$ cat src/design/pd_pkg.sv
// Shared types and constants of the polyline densifier.
`default_nettype none

package pd_pkg;

   localparam int CoordW = 32;
   localparam int ResW   = 16;
   localparam int MulW   = 32;
   localparam int SumW   = 2 * CoordW + 1;

   localparam logic [ResW-1:0] ResReset = 16'd13;

   typedef logic signed [CoordW-1:0] coord_type;

   typedef struct packed {
      logic load;
      logic step;
   } div_ctl_type;

endpackage

`default_nettype wire

$ cat src/design/pd_channels.sv
// Handshake channels of the polyline densifier: waypoints, points and register writes.
`default_nettype none

interface pd_req_if import pd_pkg::*; ();
   logic      valid;
   logic      ready;
   coord_type point_x;
   coord_type point_y;
   logic      path_start;

   modport source (output valid, output point_x, output point_y, output path_start,
                   input ready);
   modport sink   (input valid, input point_x, input point_y, input path_start,
                   output ready);
endinterface

interface pd_rsp_if import pd_pkg::*; ();
   logic      valid;
   logic      ready;
   coord_type out_x;
   coord_type out_y;
   logic      run_last;

   modport source (output valid, output out_x, output out_y, output run_last,
                   input ready);
   modport sink   (input valid, input out_x, input out_y, input run_last,
                   output ready);
endinterface

interface pd_csr_if import pd_pkg::*; ();
   logic            valid;
   logic            ready;
   logic [ResW-1:0] grid_resolution;

   modport source (output valid, output grid_resolution, input ready);
   modport sink   (input valid, input grid_resolution, output ready);
endinterface

`default_nettype wire

$ cat src/design/pd_div_lane.sv
// Restoring divider lane that yields one quotient bit per cycle while step is asserted.
`default_nettype none

module pd_div_lane import pd_pkg::*; #(
   parameter int CW = 7
) (
   input  wire logic              clock,
   input  wire div_ctl_type       ctl,
   input  wire logic [CoordW-1:0] dividend,
   input  wire logic [CW-1:0]     divisor,
   output logic      [CoordW-1:0] quotient,
   output logic      [CW-1:0]     remainder
);

   logic [CoordW-1:0] quo_ff;
   logic [CW-1:0]     rem_ff;
   logic [CW:0]       trial;
   logic              fits;

   always_comb begin
      trial = {rem_ff, quo_ff[CoordW-1]};
      fits  = trial >= {1'b0, divisor};
   end

   always_ff @(posedge clock) begin
      if (ctl.load) begin
         quo_ff <= dividend;
         rem_ff <= '0;
      end else if (ctl.step) begin
         quo_ff <= {quo_ff[CoordW-2:0], fits};
         rem_ff <= fits ? CW'(trial - {1'b0, divisor}) : trial[CW-1:0];
      end
   end

   assign quotient  = quo_ff;
   assign remainder = rem_ff;

endmodule

`default_nettype wire

$ cat src/design/polyline_densifier.sv
// Top level of the polyline densifier: sequencer, shared multiplier and output register.
//
// Waypoints are taken one at a time while the block is idle. The first waypoint of a path
// is passed through as a single point; every later one is joined to the previous waypoint
// and the segment is cut into between 1 and MAX_STEPS equal steps, the last of which lands
// exactly on the new waypoint and is flagged with run_last. For a segment the shared 32 by
// 32 bit multiplier first forms the squared length and then squares the span of each step
// count tried; the bit-serial dividers then split the offsets, and each point is emitted in
// turn as the output takes it; a path start skips the multiplier. The next waypoint is
// accepted while the final point still waits at the output.
`default_nettype none

module polyline_densifier import pd_pkg::*; #(
   parameter int MAX_STEPS = 64
) (
   input wire logic clock,
   input wire logic reset,
   pd_req_if.sink   req_ch,
   pd_rsp_if.source rsp_ch,
   pd_csr_if.sink   csr_ch
);

   localparam int CW = $clog2(MAX_STEPS + 1);
   localparam int TW = ResW + CW;

   typedef enum logic [3:0] {
      ST_IDLE, ST_SQX, ST_SQY, ST_SUM, ST_TSQ, ST_CMP, ST_DIVL, ST_DIV, ST_STEP, ST_OUT
   } state_type;

   state_type state_ff;
   logic [ResW-1:0]   grid_res_ff;
   coord_type         prev_x_ff, prev_y_ff;
   logic              prev_valid_ff;
   coord_type         base_x_ff, base_y_ff;
   logic [CoordW-1:0] mag_x_ff, mag_y_ff;
   logic              neg_x_ff, neg_y_ff;
   logic [2*MulW-1:0] prod_ff;
   logic [SumW-1:0]   sum_ff;
   logic [TW-1:0]     t_ff;
   logic [CW-1:0]     n_ff, count_ff, k_ff;
   logic [4:0]        bit_ff;
   logic [CoordW-1:0] q_x_ff, q_y_ff;
   logic [CW-1:0]     rem_x_ff, rem_y_ff;
   logic              rsp_valid_ff;
   coord_type         out_x_ff, out_y_ff;
   logic              run_last_ff;

   logic [MulW-1:0]   mul_a, mul_b;
   logic [2*MulW-1:0] mul_p;
   logic [CoordW:0]   dx, dy;
   logic              seg_start;
   div_ctl_type       div_ctl;
   logic [CoordW-1:0] quo_x, quo_y;
   logic [CW-1:0]     rmd_x, rmd_y;
   logic [CW:0]       s_x, s_y;
   logic              out_load;

   always_comb begin
      dx = {req_ch.point_x[CoordW-1], req_ch.point_x} - {prev_x_ff[CoordW-1], prev_x_ff};
      dy = {req_ch.point_y[CoordW-1], req_ch.point_y} - {prev_y_ff[CoordW-1], prev_y_ff};
      seg_start = req_ch.path_start || !prev_valid_ff;
      case (state_ff)
         ST_SQX: begin
            mul_a = mag_x_ff;
            mul_b = mag_x_ff;
         end
         ST_SQY: begin
            mul_a = mag_y_ff;
            mul_b = mag_y_ff;
         end
         default: begin
            mul_a = {{(MulW-TW){1'b0}}, t_ff};
            mul_b = {{(MulW-TW){1'b0}}, t_ff};
         end
      endcase
      mul_p = {{MulW{1'b0}}, mul_a} * {{MulW{1'b0}}, mul_b};
      div_ctl.load = state_ff == ST_DIVL;
      div_ctl.step = state_ff == ST_DIV;
      s_x = {1'b0, rem_x_ff} + {1'b0, rmd_x};
      s_y = {1'b0, rem_y_ff} + {1'b0, rmd_y};
      out_load = (state_ff == ST_OUT) && (!rsp_valid_ff || rsp_ch.ready);
   end

   pd_div_lane #(.CW(CW)) u_div_x (
      .clock, .ctl(div_ctl), .dividend(mag_x_ff), .divisor(count_ff),
      .quotient(quo_x), .remainder(rmd_x)
   );

   pd_div_lane #(.CW(CW)) u_div_y (
      .clock, .ctl(div_ctl), .dividend(mag_y_ff), .divisor(count_ff),
      .quotient(quo_y), .remainder(rmd_y)
   );

   always_ff @(posedge clock) begin
      if (reset) begin
         state_ff      <= ST_IDLE;
         grid_res_ff   <= ResReset;
         prev_x_ff     <= '0;
         prev_y_ff     <= '0;
         prev_valid_ff <= 1'b0;
         rsp_valid_ff  <= 1'b0;
      end else begin
         if (csr_ch.valid) begin
            grid_res_ff <= csr_ch.grid_resolution;
         end
         if (rsp_ch.ready && !out_load) begin
            rsp_valid_ff <= 1'b0;
         end
         unique case (state_ff)
            ST_IDLE: begin
               if (req_ch.valid) begin
                  prev_x_ff     <= req_ch.point_x;
                  prev_y_ff     <= req_ch.point_y;
                  prev_valid_ff <= 1'b1;
                  neg_x_ff      <= dx[CoordW];
                  neg_y_ff      <= dy[CoordW];
                  count_ff      <= CW'(1);
                  if (seg_start) begin
                     base_x_ff <= req_ch.point_x;
                     base_y_ff <= req_ch.point_y;
                     mag_x_ff  <= '0;
                     mag_y_ff  <= '0;
                     state_ff  <= ST_DIVL;
                  end else begin
                     base_x_ff <= prev_x_ff;
                     base_y_ff <= prev_y_ff;
                     mag_x_ff  <= dx[CoordW] ? CoordW'(-dx) : dx[CoordW-1:0];
                     mag_y_ff  <= dy[CoordW] ? CoordW'(-dy) : dy[CoordW-1:0];
                     state_ff  <= ST_SQX;
                  end
               end
            end
            ST_SQX: begin
               prod_ff  <= mul_p;
               state_ff <= ST_SQY;
            end
            ST_SQY: begin
               prod_ff  <= mul_p;
               sum_ff   <= {1'b0, prod_ff};
               state_ff <= ST_SUM;
            end
            ST_SUM: begin
               sum_ff   <= sum_ff + {1'b0, prod_ff};
               t_ff     <= {{CW{1'b0}}, grid_res_ff} + {{CW{1'b0}}, grid_res_ff};
               n_ff     <= CW'(2);
               state_ff <= (MAX_STEPS > 1) ? ST_TSQ : ST_DIVL;
            end
            ST_TSQ: begin
               prod_ff  <= mul_p;
               state_ff <= ST_CMP;
            end
            ST_CMP: begin
               if ({1'b0, prod_ff} <= sum_ff) begin
                  count_ff <= n_ff;
                  if (n_ff == CW'(MAX_STEPS)) begin
                     state_ff <= ST_DIVL;
                  end else begin
                     n_ff     <= n_ff + CW'(1);
                     t_ff     <= t_ff + {{CW{1'b0}}, grid_res_ff};
                     state_ff <= ST_TSQ;
                  end
               end else begin
                  state_ff <= ST_DIVL;
               end
            end
            ST_DIVL: begin
               bit_ff   <= '0;
               state_ff <= ST_DIV;
            end
            ST_DIV: begin
               bit_ff <= bit_ff + 5'd1;
               if (bit_ff == 5'd31) begin
                  q_x_ff   <= '0;
                  q_y_ff   <= '0;
                  rem_x_ff <= '0;
                  rem_y_ff <= '0;
                  k_ff     <= '0;
                  state_ff <= ST_STEP;
               end
            end
            ST_STEP: begin
               if (s_x >= {1'b0, count_ff}) begin
                  rem_x_ff <= CW'(s_x - {1'b0, count_ff});
                  q_x_ff   <= q_x_ff + quo_x + CoordW'(1);
               end else begin
                  rem_x_ff <= s_x[CW-1:0];
                  q_x_ff   <= q_x_ff + quo_x;
               end
               if (s_y >= {1'b0, count_ff}) begin
                  rem_y_ff <= CW'(s_y - {1'b0, count_ff});
                  q_y_ff   <= q_y_ff + quo_y + CoordW'(1);
               end else begin
                  rem_y_ff <= s_y[CW-1:0];
                  q_y_ff   <= q_y_ff + quo_y;
               end
               k_ff     <= k_ff + CW'(1);
               state_ff <= ST_OUT;
            end
            ST_OUT: begin
               if (out_load) begin
                  rsp_valid_ff <= 1'b1;
                  out_x_ff     <= neg_x_ff ? base_x_ff - q_x_ff : base_x_ff + q_x_ff;
                  out_y_ff     <= neg_y_ff ? base_y_ff - q_y_ff : base_y_ff + q_y_ff;
                  run_last_ff  <= k_ff == count_ff;
                  state_ff     <= (k_ff == count_ff) ? ST_IDLE : ST_STEP;
               end
            end
            default: begin
               state_ff <= ST_IDLE;
            end
         endcase
      end
   end

   assign req_ch.ready    = state_ff == ST_IDLE;
   assign csr_ch.ready    = 1'b1;
   assign rsp_ch.valid    = rsp_valid_ff;
   assign rsp_ch.out_x    = out_x_ff;
   assign rsp_ch.out_y    = out_y_ff;
   assign rsp_ch.run_last = run_last_ff;

   a_count_range: assert property (@(posedge clock) disable iff (reset)
      (state_ff == ST_STEP || state_ff == ST_OUT) |->
         (count_ff != '0 && count_ff <= CW'(MAX_STEPS)))
      else $error("Step count out of range.");

   a_step_bound: assert property (@(posedge clock) disable iff (reset)
      (state_ff == ST_OUT) |-> (k_ff != '0 && k_ff <= count_ff))
      else $error("Step index beyond the step count.");

   a_rem_bound: assert property (@(posedge clock) disable iff (reset)
      (state_ff == ST_STEP) |-> (rem_x_ff < count_ff && rem_y_ff < count_ff))
      else $error("Step remainder not below the step count.");

   a_last_on_waypoint: assert property (@(posedge clock) disable iff (reset)
      (out_load && k_ff == count_ff) |=>
         (out_x_ff == prev_x_ff && out_y_ff == prev_y_ff && run_last_ff))
      else $error("Final point of a run misses its waypoint.");

endmodule

`default_nettype wire

$ cat src/flat_wrapper.sv
// flat-port wrapper written by rule: the top's interface ports become plain ports
module polyline_densifier_flat import pd_pkg::*;
#(
   parameter int MAX_STEPS = 64
)
  (clock, reset, req_ch_valid, req_ch_point_x, req_ch_point_y, req_ch_path_start, req_ch_ready, rsp_ch_valid, rsp_ch_out_x, rsp_ch_out_y, rsp_ch_run_last, rsp_ch_ready, csr_ch_valid, csr_ch_grid_resolution, csr_ch_ready);
  pd_req_if req_ch_i ();
  pd_rsp_if rsp_ch_i ();
  pd_csr_if csr_ch_i ();
  input wire logic clock;
  input wire logic reset;
  input wire logic [$bits(req_ch_i.valid)-1:0] req_ch_valid;
  input wire logic [$bits(req_ch_i.point_x)-1:0] req_ch_point_x;
  input wire logic [$bits(req_ch_i.point_y)-1:0] req_ch_point_y;
  input wire logic [$bits(req_ch_i.path_start)-1:0] req_ch_path_start;
  output wire logic [$bits(req_ch_i.ready)-1:0] req_ch_ready;
  output wire logic [$bits(rsp_ch_i.valid)-1:0] rsp_ch_valid;
  output wire logic [$bits(rsp_ch_i.out_x)-1:0] rsp_ch_out_x;
  output wire logic [$bits(rsp_ch_i.out_y)-1:0] rsp_ch_out_y;
  output wire logic [$bits(rsp_ch_i.run_last)-1:0] rsp_ch_run_last;
  input wire logic [$bits(rsp_ch_i.ready)-1:0] rsp_ch_ready;
  input wire logic [$bits(csr_ch_i.valid)-1:0] csr_ch_valid;
  input wire logic [$bits(csr_ch_i.grid_resolution)-1:0] csr_ch_grid_resolution;
  output wire logic [$bits(csr_ch_i.ready)-1:0] csr_ch_ready;
  assign req_ch_i.valid = req_ch_valid;
  assign req_ch_i.point_x = req_ch_point_x;
  assign req_ch_i.point_y = req_ch_point_y;
  assign req_ch_i.path_start = req_ch_path_start;
  assign req_ch_ready = req_ch_i.ready;
  assign rsp_ch_valid = rsp_ch_i.valid;
  assign rsp_ch_out_x = rsp_ch_i.out_x;
  assign rsp_ch_out_y = rsp_ch_i.out_y;
  assign rsp_ch_run_last = rsp_ch_i.run_last;
  assign rsp_ch_i.ready = rsp_ch_ready;
  assign csr_ch_i.valid = csr_ch_valid;
  assign csr_ch_i.grid_resolution = csr_ch_grid_resolution;
  assign csr_ch_ready = csr_ch_i.ready;
  polyline_densifier #(.MAX_STEPS(MAX_STEPS)) u_core (.clock(clock), .reset(reset), .req_ch(req_ch_i), .rsp_ch(rsp_ch_i), .csr_ch(csr_ch_i));
endmodule
$ cat config.mk
export PLATFORM = sky130hd
export DESIGN_NAME = polyline_densifier_flat
export DESIGN_NICKNAME = d
export VERILOG_FILES = /design/src/design/pd_pkg.sv /design/src/design/pd_channels.sv /design/src/design/pd_div_lane.sv /design/src/design/polyline_densifier.sv /design/src/flat_wrapper.sv
export SDC_FILE = /design/constraint.sdc
export NUM_CORES = 2
export LEC_CHECK = 0
export BUFFER_PORTS_ARGS = -buffer_cell sky130_fd_sc_hd__buf_2
export CELL_PAD_IN_SITES_DETAIL_PLACEMENT = 1
export CELL_PAD_IN_SITES_GLOBAL_PLACEMENT = 2
export CORE_ASPECT_RATIO = 1.4
export CORE_MARGIN = 3
export CORE_UTILIZATION = 45
export CTS_CLUSTER_DIAMETER = 60
export DETAILED_ROUTE_END_ITERATION = 7
export PLACE_DENSITY = 0.95
export SYNTH_ARGS = -nofsm -noshare
export SYNTH_HDL_FRONTEND = slang
export SYNTH_SLANG_ARGS = --single-unit
$ cat constraint.sdc
create_clock -name clock -period 15.8 [get_ports clock]
set_input_delay 0.79 -clock clock [delete_from_list [all_inputs] [get_ports clock]]
set_output_delay 0.79 -clock clock [all_outputs]
set_load 0.05 [all_outputs]
==> summary.md <==
| Metric | Value |
|---|---|
| Multi-input gate area | `0.04966 mm2` |
| Via density | `5.737` |
| CORE AREA | `between 0.15 and 0.2 mm2` |
| Reg area | `roughly 0.017 mm2` |
| Worst Setup Start Kind | `register` |
| Slowest CP cell | `clkinv_1` |
| Compound-gate portion of the synthesized area | `12.89%` |
| Final Max Slew Viols | `0` |
| Endpoints failing hold | `0` |
| Clock transition at the registers of the reported paths | `0.07 ns` |
| Gate Count Post-Synth | `between 8k and 9k` |
| Endpoint class of the critical path | `register` |
| GRT Total Usage | `29.74%` |
| Flops & latches, synth | `between 600 and 700` |
| Synth Area in XOR/XNOR | `under 10%` |
| Routed via count | `59.23k` |
| Post-synthesis mux area share | `less than 1%` |
| Min cycle time layout | `12.23 ns` |
| Clock Latency Late Sink | `around 0.72 ns` |
| CP most frequent cell | `fa_1` |
| Routed WL | `approximately 250000 um` |
| Adder-Cell Fraction of Synth Area | `roughly 34%` |
| Crit path required time | `approximately 16 ns` |
| Simple-Gate Fraction of Synth Area | `14.41%` |
| Crit share post-route | `between 70% and 80%` |
| Routed len/inst | `between 20 and 25 um` |
| Post-Syn Area | `0.07299 mm2` |
| Max Freq | `around 80 MHz` |
| Synth Flop Type | `edfxtp_1` |
| Outcome | `finished clean` |
| Final #Nets | `about 10k` |
| Post-Syn Nets | `9685` |
| Row cnt | `~170` |
| Most frequent cells in the layout | `inv_1 (1274), nand2_1 (938), fa_1 (806)` |
| Vias in the first global route | `around 66k` |
| Max_cap viols | `0` |
| Initial Util | `a little under half` |
| Share of cells above drive strength 1 | `under 10%` |
| IO Count | `roughly 150` |
| HP Class | `input port to register` |
| Die area | `~0.17 mm2` |
| Post-DP HPWL | `about 200000 um` |
| Pin count of the biggest net entering global routing | `roughly 110` |
| RSZ-0062 raised after global routing | `no` |
| Area growth from synthesis to layout | `7.774%` |
| Syn avg cell area | `approximately 9 um2` |
| First-pass GRT wire length | `382600 um` |
| Clk_skew | `between 0.04 and 0.05 ns` |
| First DRT Iteration DRCs | `roughly 3k` |
| Most common cell after layout, fill and taps aside | `inv_1` |
| Setup TNS | `0 ns` |
| Post-CTS Setup Bufs | `0` |
| Critical Path AT | `~13 ns` |
| Worst slew margin relative to its limit | `a little under a fifth` |
| Antenna-violating nets left | `0` |
| Worst Max-Slew Pin Slew | `roughly 1.2 ns` |
| # port buffers | `152` |
| Root Buffer | `clkbuf_16` |
| Max stage delay on crit path | `0.94 ns` |
| Post-synth EDFFs | `514` |
| WS Path Type | `register to register` |
| Longest Clk Path Bufs | `3` |
| Initial antenna violation count | `4` |
| Drt pass-1 iters | `5` |
| Hold-fix buffers, CTS | `0` |
| Unique masters post-synth | `between 100 and 150` |
| Die width | `around 350 um` |
| Count of cells resized by post-cts repair | `0` |
| Total CTS buffers | `79` |
| DRC viols | `0` |
| Combinational family with the most area after synthesis | `adder cells` |
| Gr ovfl total | `0` |
| Filler cells | `18.67k` |
| Die height | `482.5 um` |
| CP max FO | `34` |
| CTS tree | `built` |
| # H-tree levels | `3` |
| Seq/Total Area, Yosys | `23.89%` |
| Asr flop ratio synth | `0%` |
| GPL Wtd Cong | `roughly 0.95` |
| Final setup violation count | `0` |
| CTS Sinks | `between 600 and 700` |
| Yosys warning total | `0` |
[path summary, 6_finish.rpt]
| check | from | endpoint | slack, ns | depth (start not counted) |
|---|---|---|---|---|
| min reg2reg | u_core.prev_y_ff[4]$_SDFFE_PP0P_ | u_core.prev_y_ff[4]$_SDFFE_PP0P_ | 0.45 | 2 |
| max reg2reg | u_core.state_ff[3]$_SDFFE_PP0P_ | u_core.prod_ff[59]$_DFFE_PP_ | 3.57 | 34 |
| max | u_core.state_ff[3]$_SDFFE_PP0P_ | u_core.prod_ff[59]$_DFFE_PP_ | 3.57 | 34 |
| min | req_ch_point_y[0] | u_core.prev_y_ff[0]$_SDFFE_PP0P_ | 0.33 | 3 |
[registers in the layout, summed over array words and instances (netlist names), 16 cells and up]
| register | count |
|---|---|
| u_core.base_x_ff | 32 |
| u_core.base_y_ff | 32 |
| u_core.grid_res_ff | 16 |
| u_core.mag_x_ff | 32 |
| u_core.mag_y_ff | 32 |
| u_core.prev_x_ff | 32 |
| u_core.prev_y_ff | 32 |
| u_core.prod_ff | 63 |
| u_core.q_x_ff | 32 |
| u_core.q_y_ff | 32 |
| u_core.rsp_ch.out_x | 32 |
| u_core.rsp_ch.out_y | 32 |
| u_core.sum_ff | 65 |
| u_core.t_ff | 23 |
| u_core.u_div_x.quotient | 32 |
| u_core.u_div_y.quotient | 32 |
[layout make-up]
type / instances / area share (%)
Inverter: 1285 / 6.132
Clock buffer: 94 / 2.742
Multi-Input combinational cell: 5926 / 63.13
Sequential cell: 614 / 22.17
Clock inverter: 51 / 0.6442
Tap cell: 2112 / 3.359
Timing Repair Buffer: 241 / 1.820
Antenna cell: 2 / 0.006362
[routing by layer]
metal	wire [um]	GRT usage, %
met5	37	0
met4	17570	18.36
met3	10690	3.887
met2	130900	55.69
met1	90510	31.61
[per-stage QoR]
stage | instances | setup slack (ns) | instance area [um2] | utilization [%] | hold WS [ns]
after floorplan | 8117 | 6.202 | 72990 | - | 0.4363
after global placement | 10178 | 4.014 | 75990 | 47.23 | 0.4411
after detailed placement | 10178 | 3.813 | 75990 | 47.23 | 0.4468
after CTS | 10323 | 3.803 | 78660 | 48.89 | 0.2831
after global routing | 10323 | 3.045 | 78660 | 48.89 | 0.3197
final | 10325 | 3.567 | 78660 | 48.89 | 0.3270
[synthesized netlist by cell type (10+ instances only)]
master | instances | area, um2
or2_2 | 21 | 131.4
and2_1 | 40 | 250.2
a31o_2 | 14 | 122.6
o31ai_1 | 35 | 262.8
buf_1 | 23 | 86.33
edfxtp_1 | 514 | 15430
a21oi_1 | 488 | 2442
dfxtp_1 | 100 | 2002
and3_1 | 56 | 350.3
a211oi_1 | 58 | 435.4
o21ai_0 | 330 | 1652
or3_1 | 40 | 250.2
nor4_1 | 43 | 269.0
clkbuf_1 | 251 | 942.2
o31a_1 | 11 | 96.34
nand3_1 | 102 | 510.5
nor3b_1 | 13 | 97.59
nand4_1 | 60 | 375.4
clkinv_1 | 10 | 37.54
fa_1 | 806 | 16140
nor2b_1 | 60 | 375.4
a211o_1 | 11 | 96.34
xnor2_1 | 334 | 2925
nor2_1 | 779 | 2924
a21o_1 | 189 | 1419
a31oi_1 | 44 | 275.3
nand2_1 | 939 | 3525
o211ai_1 | 22 | 165.2
o21ai_1 | 23 | 115.1
a2111oi_0 | 11 | 96.34
a21boi_0 | 10 | 75.07
o2111ai_1 | 10 | 87.58
nand2b_1 | 51 | 319.1
mux2i_1 | 31 | 310.3
xor2_1 | 198 | 1734
inv_1 | 1275 | 4786
and4_1 | 17 | 148.9
nor3_1 | 108 | 540.5
o21a_1 | 36 | 270.3
ha_1 | 676 | 8458
o21bai_1 | 62 | 465.5
a22oi_1 | 33 | 247.7
[critical path: cells and delay by family, from the launching register on]
family                     cells  cell delay [ns]
xor gates and xnor gates       1             0.09
AOI/OAI and AO/OA              9             2.83
and+or+nand+nor                8             1.65
DFF                            1             0.69
buffers and inverters          7             2.25
adders and majority gates      9             4.40
[cell families (layout without fill, tap and decap cells)]
kind of cell	count (synthesis)	count (layout)
compound gates	1496	1496
xor+xnor	532	532
fa+ha+maj	1482	1482
buf+inv	1577	1671
flops	614	614
mux	37	37
other cells	1	3
simple gates	2378	2378
Power is left out: the tool's default activity adds up to more than one toggle a clock period on the data nets, which glitch-free logic cannot reach.
